### config.mk
export PLATFORM = sky130hd
export DESIGN_NAME = mtsg_ctrl
export DESIGN_NICKNAME = d
export VERILOG_FILES = /design/src/rtl/core/mtsg_pkg.sv /design/src/rtl/core/mtsg_ctrl.sv
export SDC_FILE = /design/constraint.sdc
export NUM_CORES = 1
export LEC_CHECK = 0
export BUFFER_PORTS_ARGS = -buffer_cell sky130_fd_sc_hd__buf_4
export CORE_MARGIN = 1
export CORE_UTILIZATION = 31
export CTS_CLUSTER_DIAMETER = 60
export DETAILED_ROUTE_END_ITERATION = 8
export HOLD_SLACK_MARGIN = 0.12
export MAX_ROUTING_LAYER = met4
export PLACE_DENSITY = 0.55
export SLEW_MARGIN = 0
export SYNTH_ARGS = -nofsm -noshare
export SYNTH_HDL_FRONTEND = slang
export SYNTH_SLANG_ARGS = --single-unit
### constraint.sdc
create_clock -name clk -period 4.6 [get_ports clk]
set_input_delay 0.46 -clock clk [delete_from_list [all_inputs] [get_ports clk]]
set_output_delay 0.46 -clock clk [all_outputs]
set_load 0.05 [all_outputs]
### src/rtl/core/mtsg_pkg.sv
// mtsg_pkg: constants, codes, types and helper functions for the mt19937 generator
// used by mtsg_ctrl, mtsg_datapath and mt19937_seeded_generator; no dependencies
`timescale 1ns / 1ps

package mtsg_pkg;

    // store geometry
    localparam int STATE_WORDS  = 624;
    localparam int TWIST_OFFSET = 397;
    localparam int IDX_W        = 10;
    localparam int WORD_W       = 32;
    localparam int VALUE_W      = 53;
    localparam int SYM_W        = VALUE_W + 5;

    typedef logic [IDX_W-1:0]  idx_t;
    typedef logic [WORD_W-1:0] word_t;
    typedef logic [VALUE_W-1:0] value_t;

    localparam idx_t LAST_IDX   = idx_t'(STATE_WORDS - 1);
    localparam idx_t FAR_SPLIT  = idx_t'(STATE_WORDS - TWIST_OFFSET);
    localparam idx_t FAR_ADD    = idx_t'(TWIST_OFFSET);
    localparam idx_t WORDS_IDX  = idx_t'(STATE_WORDS);

    // generator constants
    localparam word_t TWIST_XOR   = 32'h9908_b0df;
    localparam word_t HI_BIT      = 32'h8000_0000;
    localparam word_t TEMPER_B    = 32'h9d2c_5680;
    localparam word_t TEMPER_C    = 32'hefc6_0000;
    localparam word_t INIT_MULT   = 32'd1812433253;
    localparam word_t MIX1_MULT   = 32'd1664525;
    localparam word_t MIX2_MULT   = 32'd1566083941;
    localparam word_t ARRAY_INIT  = 32'd19650218;

    // command field of an input word
    localparam logic CMD_SEED = 1'b0;
    localparam logic CMD_DRAW = 1'b1;

    // configuration register indexes
    localparam logic REG_SEED_MODE   = 1'b0;
    localparam logic REG_OUTPUT_MODE = 1'b1;

    // output modes
    localparam logic [1:0] OMODE_RAW    = 2'd0;
    localparam logic [1:0] OMODE_PAIR   = 2'd1;
    localparam logic [1:0] OMODE_SYMBOL = 2'd2;

    // fill pass codes
    localparam logic [1:0] FILL_SINGLE = 2'd0;
    localparam logic [1:0] FILL_MIX1   = 2'd1;
    localparam logic [1:0] FILL_MIX2   = 2'd2;

    // result kinds
    localparam logic [2:0] OUT_ZERO     = 3'd0;
    localparam logic [2:0] OUT_UNSEEDED = 3'd1;
    localparam logic [2:0] OUT_RAW      = 3'd2;
    localparam logic [2:0] OUT_PAIR     = 3'd3;
    localparam logic [2:0] OUT_SYMBOL   = 3'd4;

    // controller to datapath commands
    typedef struct packed {
        logic       seed_start;
        logic       use_array;
        logic       fill_mul;
        logic       fill_wr;
        logic       fill_hi;
        logic       tw_rd;
        logic       tw_far;
        logic       tw_wr;
        logic       word_sel;
        logic       sym_a;
        logic       sym_b;
        logic       out_load;
        logic [1:0] fill_kind;
        logic [2:0] out_kind;
    } mtsg_cmd_t;

    // datapath to controller status
    typedef struct packed {
        logic fill_last;
    } mtsg_sts_t;

    // output tempering
    function automatic word_t temper(input word_t w);
        word_t y;
        y = w ^ (w >> 11);
        y = y ^ ((y << 7) & TEMPER_B);
        y = y ^ ((y << 15) & TEMPER_C);
        y = y ^ (y >> 18);
        return y;
    endfunction

    // seeding pre-mix of the previous word
    function automatic word_t seed_mix(input word_t p);
        return p ^ (p >> 30);
    endfunction

endpackage

### src/rtl/core/mtsg_ctrl.sv
// mtsg_ctrl: sequencing state machine for seeding, twisting draws and result hand-off
// depends on mtsg_pkg; commands mtsg_datapath
`timescale 1ns / 1ps

module mtsg_ctrl (
    input  logic                clk,
    input  logic                rst_n,
    input  logic                req_valid,
    output logic                req_ready,
    input  logic                cmd,
    input  logic                seed_mode,
    input  logic [1:0]          output_mode,
    output logic                rsp_valid,
    input  logic                rsp_ready,
    output mtsg_pkg::mtsg_cmd_t dp_cmd,
    input  mtsg_pkg::mtsg_sts_t dp_sts
);
    import mtsg_pkg::*;

    localparam logic [3:0] ST_IDLE = 4'd0;
    localparam logic [3:0] ST_FMUL = 4'd1;
    localparam logic [3:0] ST_FWR  = 4'd2;
    localparam logic [3:0] ST_FHI  = 4'd3;
    localparam logic [3:0] ST_TRD  = 4'd4;
    localparam logic [3:0] ST_TFAR = 4'd5;
    localparam logic [3:0] ST_TWR  = 4'd6;
    localparam logic [3:0] ST_SYMA = 4'd7;
    localparam logic [3:0] ST_SYMB = 4'd8;
    localparam logic [3:0] ST_DONE = 4'd9;

    logic [3:0] state_reg,     state_next;
    logic       seeded_reg,    seeded_next;
    logic       rsp_valid_reg, rsp_valid_next;
    logic [1:0] fill_kind_reg, fill_kind_next;
    logic [2:0] out_kind_reg,  out_kind_next;
    logic       word_sel_reg,  word_sel_next;
    logic       slot_free;

    assign slot_free = !rsp_valid_reg || rsp_ready;
    assign req_ready = (state_reg == ST_IDLE);
    assign rsp_valid = rsp_valid_reg;

    // next state and datapath commands
    always_comb
    begin
        state_next     = state_reg;
        seeded_next    = seeded_reg;
        fill_kind_next = fill_kind_reg;
        out_kind_next  = out_kind_reg;
        word_sel_next  = word_sel_reg;
        rsp_valid_next = rsp_ready ? 1'b0 : rsp_valid_reg;
        dp_cmd           = '0;
        dp_cmd.fill_kind = fill_kind_reg;
        dp_cmd.out_kind  = out_kind_reg;
        dp_cmd.word_sel  = word_sel_reg;
        case (state_reg)
            ST_IDLE:
            begin
                if (req_valid)
                begin
                    if (cmd == CMD_SEED)
                    begin
                        dp_cmd.seed_start = 1'b1;
                        dp_cmd.use_array  = seed_mode;
                        seeded_next       = 1'b1;
                        fill_kind_next    = FILL_SINGLE;
                        out_kind_next     = OUT_ZERO;
                        state_next        = ST_FMUL;
                    end
                    else if (!seeded_reg)
                    begin
                        out_kind_next = OUT_UNSEEDED;
                        state_next    = ST_DONE;
                    end
                    else
                    begin
                        word_sel_next = 1'b0;
                        case (output_mode)
                            OMODE_RAW:  out_kind_next = OUT_RAW;
                            OMODE_PAIR: out_kind_next = OUT_PAIR;
                            default:    out_kind_next = OUT_SYMBOL;
                        endcase
                        state_next = ST_TRD;
                    end
                end
            end
            ST_FMUL:
            begin
                dp_cmd.fill_mul = 1'b1;
                state_next      = ST_FWR;
            end
            ST_FWR:
            begin
                dp_cmd.fill_wr = 1'b1;
                state_next     = ST_FMUL;
                if (dp_sts.fill_last)
                begin
                    case (fill_kind_reg)
                        FILL_SINGLE:
                        begin
                            if (seed_mode)
                            begin
                                fill_kind_next = FILL_MIX1;
                            end
                            else
                            begin
                                state_next = ST_DONE;
                            end
                        end
                        FILL_MIX1: fill_kind_next = FILL_MIX2;
                        default:   state_next     = ST_FHI;
                    endcase
                end
            end
            ST_FHI:
            begin
                dp_cmd.fill_hi = 1'b1;
                state_next     = ST_DONE;
            end
            ST_TRD:
            begin
                dp_cmd.tw_rd = 1'b1;
                state_next   = ST_TFAR;
            end
            ST_TFAR:
            begin
                dp_cmd.tw_far = 1'b1;
                state_next    = ST_TWR;
            end
            ST_TWR:
            begin
                dp_cmd.tw_wr = 1'b1;
                if (out_kind_reg == OUT_RAW || word_sel_reg)
                begin
                    state_next = (out_kind_reg == OUT_SYMBOL) ? ST_SYMA : ST_DONE;
                end
                else
                begin
                    word_sel_next = 1'b1;
                    state_next    = ST_TRD;
                end
            end
            ST_SYMA:
            begin
                dp_cmd.sym_a = 1'b1;
                state_next   = ST_SYMB;
            end
            ST_SYMB:
            begin
                dp_cmd.sym_b = 1'b1;
                state_next   = ST_DONE;
            end
            ST_DONE:
            begin
                if (slot_free)
                begin
                    dp_cmd.out_load = 1'b1;
                    rsp_valid_next  = 1'b1;
                    state_next      = ST_IDLE;
                end
            end
            default:
            begin
                state_next = ST_IDLE;
            end
        endcase
    end

    // control registers
    always_ff @(posedge clk or negedge rst_n)
    begin
        if (!rst_n)
        begin
            state_reg     <= ST_IDLE;
            seeded_reg    <= 1'b0;
            rsp_valid_reg <= 1'b0;
            fill_kind_reg <= FILL_SINGLE;
            out_kind_reg  <= OUT_ZERO;
            word_sel_reg  <= 1'b0;
        end
        else
        begin
            state_reg     <= state_next;
            seeded_reg    <= seeded_next;
            rsp_valid_reg <= rsp_valid_next;
            fill_kind_reg <= fill_kind_next;
            out_kind_reg  <= out_kind_next;
            word_sel_reg  <= word_sel_next;
        end
    end

endmodule

==> results.md, run 1 <==
- Die W: 53.3 um
- DRT met1 WL: 1040 um
- Avg Vias per Cell: 5.36
- Post-synth top area share: 36.9%
- Asr flop ratio synth: 100%
- # fillers: 266
- Max Cap Viol: 0
- Root buffer cell: clkbuf_4
- Setup Fix Bufs, Post-CTS: 0
- Max reg flops: 4
- Worst VDD drop: 0.000354 V
- Slowest cell delay on critical path: 0.53 ns
- Final hold viol count: 0
- CP startpoint: state_reg[2]$_DFFE_PN0P_
- Yosys cell types: 37
- Critical path's slowest cell: dfrtp_1
- Area growth syn-to-layout: 30.1%
- GP Congestion: 0.916
- Final period util: 53.3%
- Arrival @ worst endpoint: 1.99 ns
- Post-synth EDFFs: 0
- IO Pins: 28
- Yosys reg bits: 12
- RSZ-0062 raised after global routing: no
- DR WL/cell: 13.7 um
- Clock skew: 0.00829 ns
- IO buf count: 27
- Grt total ovfl: 0
- R2R Setup Slk: 2.87 ns
- Status: finished clean
- Cell accounting for the most synthesized area: dfrtp_1
- Worst hold path depth: 2
- Cell Area, Synth: 815 um^2
- Worst Hold Class: in -> reg
- Placed insts: 147
- Die H: 53.3 um
- Max H-tree Level: 1
- Synth Area per Inst: 8.40 um^2
- Layout cells sized above 1: 31.1%
- First-pass GRT wire length: 3420 um
- GR Util All Layers: 17.1%
- DR iter-0 viols: 28
- Post-DRT Antenna Nets: 0
- Starting Density: 32.9%
- Vias: 814
- Worst Reg-to-Reg Cells: 4
- Cell count after synthesis: 97
- Largest net degree at the start of global routing: 16
- Required time of the critical path: 4.14 ns
- Row cnt: 18
- RR Startpoint: state_reg[0]$_DFFE_PN0P_
- Worst Path Max Fanout: 13
- CP Launch Type: flop
- CTS tree: done
- Sink Count: 12
- Slew Limit Fails: 0
- Reg2reg end: out_kind_reg[1]$_DFFE_PN0P_
- Worst hold start: output_mode[1]
- Pleak: 0.000472 uW
- Worst-skew pair later-pin latency: 0.27 ns
- Register area: 300 um^2
- Ant. Diodes: 0
- Layout Nets: 132
- Total wire length: 2080 um
- Vias in the first global route: 707
- Clock Path Buffers: 2
- Core ar.: 2480 um^2
- Non-filler instance count after layout: 152
- Setup TNS Final: 0 ns
- Metal2 WL: 943 um
- Final setup fails: 0
- Top FF cell, synth: dfrtp_1
- Yosys Warn Count: 0
- CTS Buf Count: 3
- Worst slew pin tran: 0.576 ns
- DRC viols: 0
- Top layer in use: met4
- Die ar.: 2840 um^2
- Seq/Total Area, Yosys: 36.9%
- Net Count, Synth: 106
- Met3 wire len: 87 um
- Initial antenna violation count: 0
- Worst Setup Path Type: reg -> out
- CTS clk-pin slew, worst paths: 0.07 ns
- Pwr dens: 748 nW/um^2
- CP cell instances: nor4_4, nand2_1, nor2_1, and2_1, buf_4
- Synth area leaders: dfrtp_1 37%, nand2_1 6.5%, nand2b_1 4.6%
- Period minus WS final: 2.45 ns
- Dpl hpwl: 1540 um
- PostCTS Resize Cnt: 0
- Hold Crit Endpoint: out_kind_reg[1]$_DFFE_PN0P_
- DR pass1 iterations: 4
- Highest clock rate: 408 MHz
- Slew margin rel.: 61.2%
- Crit path capture type: primary output
- Footprint of the multi-input gates: 454 um^2
==> cells in the final DEF, fill, tap and decap left out, types with 3 or more instances in the layout <==
cell,n
a31oi_1,4
buf_4,27
clkbuf_4,3
dfrtp_1,12
inv_1,5
nand2_1,14
nand2b_1,6
nand3_1,4
nor2_1,8
o21ai_0,6
==> cell type report <==
class,instances,share of cell area [%]
Inverter,5,1.77
Timing Repair Buffer,28,20.1
Sequential cell,12,28.3
Tap cell,30,3.54
Clock buffer,4,3.42
Multi-Input combinational cell,73,42.9
==> per-layer routing <==
metal  vias to the layer above  track usage [%]
met5                         -                -
met4                         0             3.95
met3                         2             2.59
met2                        23             24.4
met1                       386             25.0
li1                        403                -
==> what timing repair did <==
action                     4_1_cts  5_1_grt
hold endpoints to repair        12        0
hold buffers                     1        0
setup endpoints to repair        0        0
==> how the worst max path moves through the flow <==
stage | end | slack [ns] | cells past startpoint
global placement | dp_cmd[15] | 2.52 | 5
finish | dp_cmd[15] | 2.15 | 5
global route | dp_cmd[15] | 1.90 | 5
floorplan | dp_cmd[15] | 1.39 | 4
CTS | dp_cmd[15] | 2.12 | 5
detailed placement | dp_cmd[15] | 2.44 | 5
==> metrics by stage <==
stage / utilization [%] / hold WS, ns / power (uW) / worst slack (ns) / area (um^2)
3_3_place_gp: 40.9 / 0.312 / 708 / 2.52 / 1010
2_1_floorplan: - / 0.164 / 591 / 1.39 / 815
5_1_grt: 42.8 / 0.379 / 849 / 1.90 / 1060
4_1_cts: 42.8 / 0.380 / 798 / 2.12 / 1060
3_5_place_dp: 40.9 / 0.312 / 710 / 2.44 / 1010
6_report: 42.8 / 0.388 / 793 / 2.15 / 1060
==> cells in the mapped netlist, types with 2 or more instances <==
| library cell | count |
|---|---|
| nand2_1 | 14 |
| nor3_1 | 2 |
| a21oi_1 | 2 |
| o31ai_1 | 2 |
| dfrtp_1 | 12 |
| or2_2 | 2 |
| nor2_1 | 8 |
| nand3_1 | 4 |
| buf_2 | 3 |
| a31oi_1 | 4 |
| buf_4 | 3 |
| inv_1 | 5 |
| nand2b_1 | 6 |
| nor3b_1 | 2 |
| o21ai_0 | 6 |
==> critical path: cells and delay by family (launching register included) <==
kind,cells,cell delay [ns]
AND/OR/NAND/NOR,4,1.00
flip-flops,1,0.53
buffers and inverters,1,0.19
==> logic make-up after synthesis <==
group	after synthesis	synth area share, %
buffers and inverters	12	7.37
AO/OA/AOI/OAI	25	22.4
flip-flops	12	36.9
AND/OR/NAND/NOR	48	33.3
==> power by group <==
group	switching (uW)	internal, uW
clock network	35.8	48.1
logic	315	165
registers	84.1	145
No activity file was read; power rests on OpenSTA's default activity.
==> run 2: changes to the inputs <==
--- a/config.mk
+++ b/config.mk
@@ -12,7 +12,7 @@
 export DETAILED_ROUTE_END_ITERATION = 8
 export HOLD_SLACK_MARGIN = 0.12
 export MAX_ROUTING_LAYER = met4
-export PLACE_DENSITY = 0.55
+export PLACE_DENSITY = 0.57
 export SLEW_MARGIN = 0
 export SYNTH_ARGS = -nofsm -noshare
 export SYNTH_HDL_FRONTEND = slang
==> constraint.sdc (replaced) <==
create_clock -name clk -period 2 [get_ports clk]
set_input_delay 0.2 -clock clk [delete_from_list [all_inputs] [get_ports clk]]
set_output_delay 0.2 -clock clk [all_outputs]
set_load 0.05 [all_outputs]
==> results.md, run 2 (same netlist as run 1, synthesis figures left out) <==
- Status: finished clean (unchanged)
- Final hold viol count: 0 (unchanged)
- Core ar.: 2480 um^2 (unchanged)
- IO Pins: 28 (unchanged)
- Avg Vias per Cell: 5.34 (was 5.36)
- GP Congestion: 0.845 (was 0.916)
- Psw: 1030 uW (was 434 uW)
- Worst Hold Class: in -> reg (unchanged)
- Worst-skew pair later-pin latency: 0.26 ns (was 0.27 ns)
- RSZ-0062 raised after global routing: no (unchanged)
- Layout cells sized above 1: 39.1% (was 31.1%)
- RR Startpoint: state_reg[2]$_DFFE_PN0P_ (was state_reg[0]$_DFFE_PN0P_)
- Clock Path Buffers: 2 (unchanged)
- Register share of total power: 24.9% (was 28.9%)
- Grt total ovfl: 0 (unchanged)
- IO buf count: 27 (unchanged)
- Final Worst Setup Slack: 0.121 ns (was 2.15 ns)
- Vias: 844 (was 814)
- Non-filler instance count after layout: 158 (was 152)
- Max Cap Viol: 0 (unchanged)
- Highest clock rate: 532 MHz
- Die W: 53.3 um (unchanged)
- Total wire length: 2160 um (was 2080 um)
- Die ar.: 2840 um^2 (unchanged)
- Critical path's slowest cell: dfrtp_2 (was dfrtp_1)
- Area growth syn-to-layout: 37.8% (was 30.1%)
- Die H: 53.3 um (unchanged)
- Slew Limit Fails: 0 (unchanged)
- CP startpoint: state_reg[2]$_DFFE_PN0P_ (unchanged)
- Clock Power Share: 7.5% (was 10.6%)
- First-pass GRT wire length: 3530 um (was 3420 um)
- CP Launch Type: flop (unchanged)
- Worst hold start: output_mode[1] (unchanged)
- Worst slack at placement: 0.256 ns (was 2.44 ns)
- Layout Nets: 139 (was 132)
- Initial antenna violation count: 0 (unchanged)
- Starting Density: 32.9% (unchanged)
- Pleak: 0.000503 uW (was 0.000472 uW)
- Arrival @ worst endpoint: 1.68 ns (was 1.99 ns)
- Worst slew pin tran: 0.446 ns (was 0.576 ns)
- Root buffer cell: clkbuf_4 (unchanged)
- Placed insts: 150 (was 147)
- Buf/Inv on CP: 1 (unchanged)
- Largest net degree at the start of global routing: 13 (was 16)
- CTS Buf Count: 3 (unchanged)
- Commonest non-fill, non-tap cells in the layout: 34 x buf_4, 13 x nand2_1, 11 x dfrtp_1, 7 x nor2_1 (was 27 x buf_4, 14 x nand2_1, 12 x dfrtp_1, 8 x nor2_1)
- Pwr dens: 1690 nW/um^2 (was 748 nW/um^2)
- Max H-tree Level: 1 (unchanged)
- Max reg flops: 4 (unchanged)
- Internal power: 872 uW (was 358 uW)
- Vias in the first global route: 779 (was 707)
- Final period util: 93.9%
- DRC viols: 0 (unchanged)
- DR iter-0 viols: 16 (was 28)
- # fillers: 262 (was 266)
- Crit path capture type: primary output (unchanged)
- Required time of the critical path: 1.80 ns (was 4.14 ns)
- Final setup fails: 0 (unchanged)
- CTS clk-pin slew, worst paths: 0.07 ns (about the same)
- CP cell instances: nor4_4, nand2_2, nor2_4, and2_4, buf_4 (was nor4_4, nand2_1, nor2_1, and2_1, buf_4)
- DR WL/cell: 13.6 um (was 13.7 um)
- R2R Setup Slk: 0.33 ns (was 2.87 ns)
- Worst Path Max Fanout: 8 (was 13)
- DR pass1 iterations: 5 (was 4)
- CTS tree: done (unchanged)
- Slew margin rel.: 69.9% (was 61.2%)
- Row cnt: 18 (unchanged)
- Critical path's top delay family: simple AND/OR/NAND/NOR gates (unchanged)
- Period minus WS final: 1.88 ns
- Worst VDD drop: 0.000662 V (was 0.000354 V)
- Worst Setup Path Type: reg -> out (unchanged)
- Slowest cell delay on critical path: 0.46 ns (was 0.53 ns)
- Post-DRT Antenna Nets: 0 (unchanged)
- Sw Share: 54.1% (was 54.8%)
- Sink Count: 12 (unchanged)
- Dpl hpwl: 1590 um (was 1540 um)
- GR Util All Layers: 17.9% (was 17.1%)
- Clock skew: 0.00335 ns (was 0.00829 ns)
- Ant. Diodes: 0 (unchanged)
- Commonest non-fill, non-tap cell in the layout: buf_4 (unchanged)
- Combinational fraction of design power: 67.6% (was 60.6%)
-- run 2: final cells by class --
cell class              count  area [um^2]  share of cell area [%]
inverters                   5         18.8                    1.67
multi-input cells          73          477                    42.5
flip-flops and latches     12          302                    26.9
clock buffers               3         22.5                    2.01
repair buffers             35          265                    23.6
well taps                  30         37.5                    3.34
-- run 2: power groups by stage --
stage	Combinational [uW]	Clock (uW)	Sequential (uW)
after floorplan	795	0	585
after global placement	1220	0	471
after detailed placement	1220	0	476
after CTS	1250	147	470
after global routing	1380	165	493
final	1290	142	473
-- run 2: layer usage --
| metal | global-route usage (%) | part of all wire, % |
|---|---|---|
| met1 | 23.6 | 47 |
| met2 | 24.6 | 45 |
| met3 | 4.02 | 5.1 |
| met4 | 11.0 | 2.5 |
| met5 | - | 0 |
-- run 2: per-stage QoR --
stage          cell area [um^2]  power [uW]  utilization, %  hold slack [ns]  setup TNS (ns)
2_1_floorplan               837        1380               -          -0.0956          -0.252
3_3_place_gp               1060        1690            42.7           0.0526               0
3_5_place_dp               1060        1700            42.7           0.0498               0
4_1_cts                    1100        1870            44.3            0.126               0
5_1_grt                    1120        2040            45.3            0.120               0
6_report                   1120        1900            45.3            0.126               0
-- run 2: path summary, 6_finish.rpt --
check	end	cells past startpoint
max in group asynchronous	state_reg[2]$_DFFE_PN0P_	2
worst min register to register	fill_kind_reg[0]$_DFFE_PN0P_	1
worst max-delay path	dp_cmd[15]	5
min in group asynchronous	word_sel_reg$_DFFE_PN0P_	2
worst max register to register	state_reg[3]$_DFFE_PN0P_	6
worst min-delay path	out_kind_reg[1]$_DFFE_PN0P_	2
-- run 2: timing repair --
item	in CTS	in global routing
hold buffers	1	0
pin swaps	1	2
setup buffers	1	3
gates resized for setup	0	1
setup endpoints to repair	1	1
endpoints found under the hold margin	12	0
